## src/lgew_pkg.sv

```systemverilog
`default_nettype none

package lgew_pkg;

    localparam int MAX_SIDE      = 256;
    localparam int COORD_BITS    = $clog2(MAX_SIDE);
    localparam int SIDE_BITS     = COORD_BITS + 1;
    localparam int MAX_PARTICLES = 1024;
    localparam int PID_BITS      = $clog2(MAX_PARTICLES);
    localparam int COUNT_BITS    = PID_BITS + 1;
    localparam int DISP_BITS     = 24;
    localparam int SQ_BITS       = 2 * DISP_BITS;
    localparam int SUM_BITS      = 48;
    localparam int STATUS_BITS   = 3;

    localparam logic [SUM_BITS-1:0] SUM_MAX = {SUM_BITS{1'b1}};

    // Command codes.
    localparam logic CMD_PLACE = 1'b0;
    localparam logic CMD_MOVE  = 1'b1;

    // Move directions.
    localparam logic [1:0] DIR_Y_UP   = 2'd0;
    localparam logic [1:0] DIR_Y_DOWN = 2'd1;
    localparam logic [1:0] DIR_X_UP   = 2'd2;
    localparam logic [1:0] DIR_X_DOWN = 2'd3;

    // Result status codes.
    localparam logic [STATUS_BITS-1:0] ST_OK       = 3'd0;
    localparam logic [STATUS_BITS-1:0] ST_OCCUPIED = 3'd1;
    localparam logic [STATUS_BITS-1:0] ST_FULL     = 3'd2;
    localparam logic [STATUS_BITS-1:0] ST_UNKNOWN  = 3'd3;
    localparam logic [STATUS_BITS-1:0] ST_OUTSIDE  = 3'd4;

    // Accumulator operations of the shared arithmetic unit.
    localparam logic [1:0] ACC_HOLD = 2'd0;
    localparam logic [1:0] ACC_LOAD = 2'd1;
    localparam logic [1:0] ACC_ADD  = 2'd2;
    localparam logic [1:0] ACC_SUBR = 2'd3;

    typedef struct packed {
        logic                  command;
        logic [COORD_BITS-1:0] x_coord;
        logic [COORD_BITS-1:0] y_coord;
        logic [PID_BITS-1:0]   particle_index;
        logic [1:0]            direction;
    } in_item_t;

    typedef struct packed {
        logic [STATUS_BITS-1:0]     status;
        logic [PID_BITS-1:0]        particle_id;
        logic [COORD_BITS-1:0]      pos_x;
        logic [COORD_BITS-1:0]      pos_y;
        logic signed [DISP_BITS-1:0] disp_x;
        logic signed [DISP_BITS-1:0] disp_y;
        logic [SUM_BITS-1:0]        sum_sq_disp;
        logic [COUNT_BITS-1:0]      placed_count;
    } out_item_t;

    typedef struct packed {
        logic [COORD_BITS-1:0] pos_x;
        logic [COORD_BITS-1:0] pos_y;
        logic [DISP_BITS-1:0]  disp_x;
        logic [DISP_BITS-1:0]  disp_y;
    } ptab_entry_t;

    typedef struct packed {
        logic       mul_en;
        logic [1:0] acc_op;
    } arith_ctrl_t;

    function automatic logic [COORD_BITS-1:0] step_up(input logic [COORD_BITS-1:0] c,
                                                      input logic [SIDE_BITS-1:0] side);
        logic [SIDE_BITS-1:0] c1;
        c1 = {1'b0, c} + SIDE_BITS'(1);
        return (c1 >= side) ? '0 : c1[COORD_BITS-1:0];
    endfunction

    function automatic logic [COORD_BITS-1:0] step_down(input logic [COORD_BITS-1:0] c,
                                                        input logic [SIDE_BITS-1:0] side);
        logic [SIDE_BITS-1:0] side_m1;
        side_m1 = side - SIDE_BITS'(1);
        return (c == '0 || {1'b0, c} > side) ? side_m1[COORD_BITS-1:0]
                                             : c - COORD_BITS'(1);
    endfunction

    function automatic logic [DISP_BITS-1:0] magnitude(input logic [DISP_BITS-1:0] d);
        return d[DISP_BITS-1] ? (~d + DISP_BITS'(1)) : d;
    endfunction

endpackage

`default_nettype wire

```

## src/lgew_arith.sv

```systemverilog
`default_nettype none

// Shared squarer and one saturating add/subtract accumulator.
module lgew_arith (
    input  wire logic                              aclk,
    input  wire lgew_pkg::arith_ctrl_t             ctrl,
    input  wire logic [lgew_pkg::DISP_BITS-1:0]    mul_a,
    input  wire logic [lgew_pkg::SUM_BITS-1:0]     sum_in,
    output logic      [lgew_pkg::SUM_BITS-1:0]     acc
);

    logic [lgew_pkg::SQ_BITS-1:0]  prod_reg;
    logic [lgew_pkg::SQ_BITS-1:0]  prod_next;
    logic [lgew_pkg::SUM_BITS-1:0] acc_reg;
    logic [lgew_pkg::SUM_BITS-1:0] acc_next;
    logic [lgew_pkg::SUM_BITS:0]   op_a;
    logic [lgew_pkg::SUM_BITS:0]   op_b;
    logic [lgew_pkg::SUM_BITS:0]   add_out;
    logic                          is_sub;

    assign prod_next = {{lgew_pkg::DISP_BITS{1'b0}}, mul_a}
                     * {{lgew_pkg::DISP_BITS{1'b0}}, mul_a};

    // Subtraction is sum_in minus the accumulator, clamped at zero; addition
    // adds the last product and clamps at the top of the range.
    assign is_sub  = (ctrl.acc_op == lgew_pkg::ACC_SUBR);
    assign op_a    = is_sub ? {1'b0, sum_in} : {1'b0, acc_reg};
    assign op_b    = is_sub ? ~{1'b0, acc_reg}
                            : {1'b0, lgew_pkg::SUM_BITS'(prod_reg)};
    assign add_out = op_a + op_b + {{lgew_pkg::SUM_BITS{1'b0}}, is_sub};

    always_comb begin
        acc_next = acc_reg;
        unique case (ctrl.acc_op)
            lgew_pkg::ACC_HOLD: acc_next = acc_reg;
            lgew_pkg::ACC_LOAD: acc_next = lgew_pkg::SUM_BITS'(prod_reg);
            lgew_pkg::ACC_ADD: begin
                acc_next = add_out[lgew_pkg::SUM_BITS] ? lgew_pkg::SUM_MAX
                                                       : add_out[lgew_pkg::SUM_BITS-1:0];
            end
            lgew_pkg::ACC_SUBR: begin
                acc_next = add_out[lgew_pkg::SUM_BITS] ? '0
                                                       : add_out[lgew_pkg::SUM_BITS-1:0];
            end
            default: acc_next = acc_reg;
        endcase
    end

    always_ff @(posedge aclk) begin
        if (ctrl.mul_en) begin
            prod_reg <= prod_next;
        end
        acc_reg <= acc_next;
    end

    assign acc = acc_reg;

endmodule

`default_nettype wire

```

## config.mk

```make
export PLATFORM = sky130hd
export DESIGN_NAME = lgew_arith
export DESIGN_NICKNAME = d
export VERILOG_FILES = /design/src/lgew_pkg.sv /design/src/lgew_arith.sv
export SDC_FILE = /design/constraint.sdc
export NUM_CORES = 1
export LEC_CHECK = 0
export ABC_CLOCK_PERIOD_IN_PS = 10700
export BUFFER_PORTS_ARGS = -buffer_cell sky130_fd_sc_hd__buf_2
export CORE_AREA = 5 5 197 199
export CTS_CLUSTER_DIAMETER = 80
export CTS_CLUSTER_SIZE = 28
export DETAILED_ROUTE_END_ITERATION = 12
export DIE_AREA = 0 0 202 204
export GPL_TIMING_DRIVEN = 0
export PLACE_DENSITY = 0.92
export RECOVER_POWER = 50
export SLEW_MARGIN = 20
export SYNTH_ARGS = -nofsm -noshare
export SYNTH_HDL_FRONTEND = slang
export SYNTH_SLANG_ARGS = --single-unit
```

## constraint.sdc

```tcl
create_clock -name aclk -period 10.7 [get_ports aclk]
set_clock_uncertainty 0.05 [all_clocks]
set_input_delay 1.07 -clock aclk [delete_from_list [all_inputs] [get_ports aclk]]
set_output_delay 1.07 -clock aclk [all_outputs]
set_load 0.01 [all_outputs]
```

After elaboration in Yosys (flattened, before gate mapping) --
Index checks and enable logic that the tools add are counted.
Storage, ports and cells: register bits 96, bits in latches 0, RAM bits 0, bits in read-only memories 0, logic and storage cells 15, memories kept 0
Operators by class: add/sub/neg operators 2, multiply operators 1, div/mod/pow operators 0, order comparisons 0, equality and inequality tests 3, shift operators 0, multiplexer cells 5, bitwise gates (word level) 1, reductions and logical operators 1
Operators with widths (count):
- 2-to-1 mux 48 bit | 3
- case mux 48 bit (3 select lines) | 1
- adder 48 x 49 -> 49 bit | 1
- adder 49 x 1 -> 49 bit | 1
- 2-to-1 mux 49 bit | 1
- inverter 48 -> 49 bit | 1
- multiplier 24 x 24 -> 48 bit | 1
- == test 2 bit, second input constant | 2
- == test 2 x 1 -> 1 bit, second input constant | 1
- zero test 2 bit | 1

Depth between registers and ports, before layout --
depth in word-level cells 6, depth in mapped cells 28, gate-level depth less buffers 27

Worst setup path before layout --
Ideal clock, no wire load.
path type input-to-reg, start point in mul_a[16] (netlist name), end point reg prod_reg[45] (netlist name), data pin, library setup time 0.259 ns, arrival time 7.472 ns, setup slack 2.920 ns, cell stages on the path 26, path buffers 2, path through clkbuf_1 > clkbuf_1 > nand2_1 > fa_1 > inv_1 > fa_1 > fa_1 > inv_1 > fa_1 > inv_1 > fa_1 > fa_1 > inv_1 > fa_1 > inv_1 > ha_1 > a21o_1 > a21o_1 > a211o_1 > a211o_1 > o21ai_0 > nand2_1 > o21ai_1 > o2111ai_1 > a21oi_1 > xnor2_1
On the way: cells in the longest elaborated chain, start to end 1
RTL lines:
- start, declared | line lgew_arith.sv:7 | input wire logic [lgew_pkg::DISP_BITS-1:0] mul_a,
- multiplier 24 x 24 -> 48 bit | line lgew_arith.sv:22 | * {{lgew_pkg::DISP_BITS{1'b0}}, mul_a};
- named net prod_next (one bit) | line lgew_arith.sv:13 | logic [lgew_pkg::SQ_BITS-1:0] prod_next;
- end signal, assigned | line lgew_arith.sv:51 | prod_reg <= prod_next;
- end, declared | line lgew_arith.sv:12 | logic [lgew_pkg::SQ_BITS-1:0] prod_reg;
The timed path passes the listed nets, and every way through them passes these cells. A chain may end at the register's enable or synchronous reset.

Final worst setup path --
start point in mul_a[16] (netlist name), end point reg prod_reg[44] (netlist name), data pin
Same word-level chain as after synthesis.

==> reports/results.txt <==
In the post-synthesis netlist, the biggest area contributors are sky130_fd_sc_hd__fa_1, sky130_fd_sc_hd__edfxtp_1, sky130_fd_sc_hd__ha_1, sky130_fd_sc_hd__inv_1, sky130_fd_sc_hd__nand2_1. For the number of global-route vias before repair, the log shows 20,400. Starting DRC count in detailed routing: 1,723. Counting instances in the post-synthesis netlist gives the leading cell types as sky130_fd_sc_hd__inv_1, sky130_fd_sc_hd__fa_1, sky130_fd_sc_hd__nand2_1. The highest routed metal layer is met5. Among all cell types in the netlist, the one instantiated most often is sky130_fd_sc_hd__inv_1.

Mean number of vias per cell: 5.99. Among the stages of the critical path, the cell type that occurs most often is sky130_fd_sc_hd__fa_1. For the pin with the worst max-slew slack, the measured transition is 3830 ps. The tightest slew margin relative to the limit was -155%; the clock transition at the register clock pins on the worst setup and hold paths after CTS was 60 ps. The number of top-level pins is 124.

The latest clock arrival within the worst-skew pair came out at 360 ps. The run gives 0 as the final setup violation count. By startpoint and endpoint, the worst setup path is classified as in -> reg. The fraction of the yosys area taken by sequential cells is 12.1%. The tools report the total inserted antenna cells as 0.

Top cell type by total area after synthesis: sky130_fd_sc_hd__fa_1. The logs give 3 for the number of levels in the clock H-tree and 2 for the number of buffers on the longest clock path. The final route contains 19,200 vias. Traced cell by cell, the critical path runs through clkbuf_1, clkbuf_1, nand2_1, fa_1, fa_1, fa_1, inv_1, fa_1, inv_1, fa_1, fa_1, fa_1, inv_1, ha_1, a21o_1, a211oi_1, o21ai_0, a21oi_1, o21ai_1, o221ai_1, o31ai_1, a21oi_1, o311ai_1, xor2_1. The area of the core is 37,000 sq um.

Buffers added to address setup during post-CTS repair amount to 0. The number of enable-type register cells in the synthesized netlist is 95. The count of hold buffers inserted by post-cts repair is 0, and the count of clock tree sinks is 95.

Detailed placement finished with a half-perimeter wire length of 55,900 microns. The type of element capturing the critical path was a flip-flop. The synthesized netlist occupies a cell area of 23,600 sq um.

For the final count of hold timing violations, the log shows 0. The tool flagged a number of max-cap violations equal to 2. The average instance in the mapped netlist occupies 9.11 sq um. The startpoint identified for the worst register-to-register timing path is acc[0]. The floorplan has 71 rows.

The share of the synthesized area in the top cell type was 36.0%; the count of mapped cells out of synthesis was 2,595. In the finished design, the share of the clock period the worst path needs comes to 85.5%. Number of distinct library cell variants in the gate-level netlist after synthesis: 74.

The tools report the amount of wire on met3 after detailed routing as 6410 microns. STA classifies the critical path startpoint as a primary input. The final weighted congestion in routability-driven placement was 1.00; the maximum number of pins on one net before global-route repair was 49. The run gives 97 as the number of pins with negative max-slew slack in the final report. After synthesis the netlist holds a flip-flop and latch count of 95. The die is 202 microns wide. The total buffers and inverters traversed by the critical path was 5. For this run, the number of Yosys warnings is 0. The worst setup path startpoint was mul_a[16]. In the synthesized netlist the async set-or-reset flop fraction comes to 0%. Among all flip-flop cells after synthesis, the most frequent one is sky130_fd_sc_hd__edfxtp_1. Dividing the detail-routed wire length by the instance count gives 20.8 microns. The count of antenna-violating nets left after detailed routing was 0. Setup repair after global routing left no endpoint under its margin. Global routing used 32.7% of the available tracks across all layers. The logs give 9 for the number of clock buffers inserted by TritonCTS and 10,740 ps for the data required time at the worst endpoint. For the sum of overflow across all layers after global routing, the log shows 0. Buffers placed on the I/O ports in this run total 121. The flow ran to the end, but the final reports show violations. Measured along the y axis, the die boundary spans 204 microns.

Cells with a size suffix above 1 make up 5.60% of the layout. Static timing analysis puts the maximum clock frequency at 109 MHz. The detailed-routed wire length on met2 is 31,400 microns, and the DRC violation count after routing is 0.

Dominant delay contributor by cell family on the critical path: adder cells. For this block, wires on met1 add up to 25,200 microns. The logs give 3,317 for the post-synthesis net count and 9180 ps for the arrival time of data at the critical path endpoint. The first global-routing pass estimated 107,000 microns of wire. Once the floorplan was initialized, standard cells occupied 63.8% of the core. The floorplan step defined a die boundary enclosing 41,200 sq um. The number of search-and-repair iterations in the first detailed-routing pass is 6, and the number of antenna violations at the first check in global routing is 1. The tree is rooted in a sky130_fd_sc_hd__clkbuf_16. After detailed routing, the total wire length is 66,500 microns. The checks that failed: capacitance limit, slew limit.

In this run the worst path has a maximum fanout of 10. The startpoint identified for the worst hold timing path is prod_reg[3]. TritonCTS built the clock tree. The post-cts resize count was 0; the synthesis-to-layout area growth was 5.92%. The setup TNS was 0 ps. The class of the tightest hold or removal check is reg -> reg.

The worst path in the final design needs a cycle of 9150 ps, including I/O delays and setup. For this run, the slowest stage of the critical path takes 670 ps. The flip-flop count of the largest register, all copies and words added works out to 48. The largest individual stage delay along the critical path comes from the cell sky130_fd_sc_hd__clkbuf_1.

The number of nets in the final layout is 3,449.
==> through the flow <==
step	hold slack, ps	worst slack, ps	utilization [%]	cells	instance area, sq um
after floorplan	477	2920	-	2595	23600
after global placement	486	1480	67.1	3190	24800
after detailed placement	499	1300	67.1	3190	24900
after CTS	514	1650	67.8	3206	25100
after global routing	533	1230	67.6	3206	25000
final	508	1550	67.6	3206	25000
==> final cells by class <==
type	count	area [sq um]
timing repair buffer	121	542
buffer	111	433
tap	474	593
sequential	95	2850
clock buffer	10	229
multi-input combinational	1782	18100
fill	2802	12000
clock inverter	6	36.3
inverter	607	2280
==> cell usage in the layout (no fill, tap or decap), types with 60 or more instances in the layout <==
| cell type | count |
|---|---|
| sky130_fd_sc_hd__fa_1 | 425 |
| sky130_fd_sc_hd__nor2_1 | 82 |
| sky130_fd_sc_hd__edfxtp_1 | 95 |
| sky130_fd_sc_hd__buf_2 | 76 |
| sky130_fd_sc_hd__a21o_1 | 66 |
| sky130_fd_sc_hd__inv_1 | 606 |
| sky130_fd_sc_hd__xnor2_1 | 60 |
| sky130_fd_sc_hd__and2_1 | 114 |
| sky130_fd_sc_hd__o21ai_0 | 117 |
| sky130_fd_sc_hd__clkbuf_1 | 154 |
| sky130_fd_sc_hd__ha_1 | 221 |
| sky130_fd_sc_hd__nand2_1 | 260 |
| sky130_fd_sc_hd__a21oi_1 | 95 |
==> cell families (layout without fill, tap and decap cells) <==
logic type                 after synthesis  after routing  share of synthesized area [%]
buffers and inverters                  718            855                           11.5
adders and majority gates              648            648                           47.8
and+or+nand+nor                        582            582                           11.8
AOI/OAI and AO/OA                      410            410                           11.1
DFF                                     95             95                           12.1
xor gates and xnor gates                91             91                           3.37
muxes                                   51             51                           2.41
==> metal layers <==
| metal | track usage (%) | vias to the layer above |
|---|---|---|
| met3 | 5.49 | 265 |
| met4 | 15.2 | 2 |
| li1 | - | 8430 |
| met1 | 42.5 | 9412 |
| met2 | 54.1 | 1108 |
| met5 | 0 | - |
==> worst paths after layout <==
check	end	slack [ps]	cells after the start
worst min-delay path	acc[3]	510	1
worst min register to register	acc[3]	510	1
worst max-delay path	prod_reg[44]	1550	24
worst max register to register	acc[36]	5950	14
Power is left out: the tool's default activity adds up to more than one toggle a clock period on the data nets, which glitch-free logic cannot reach.
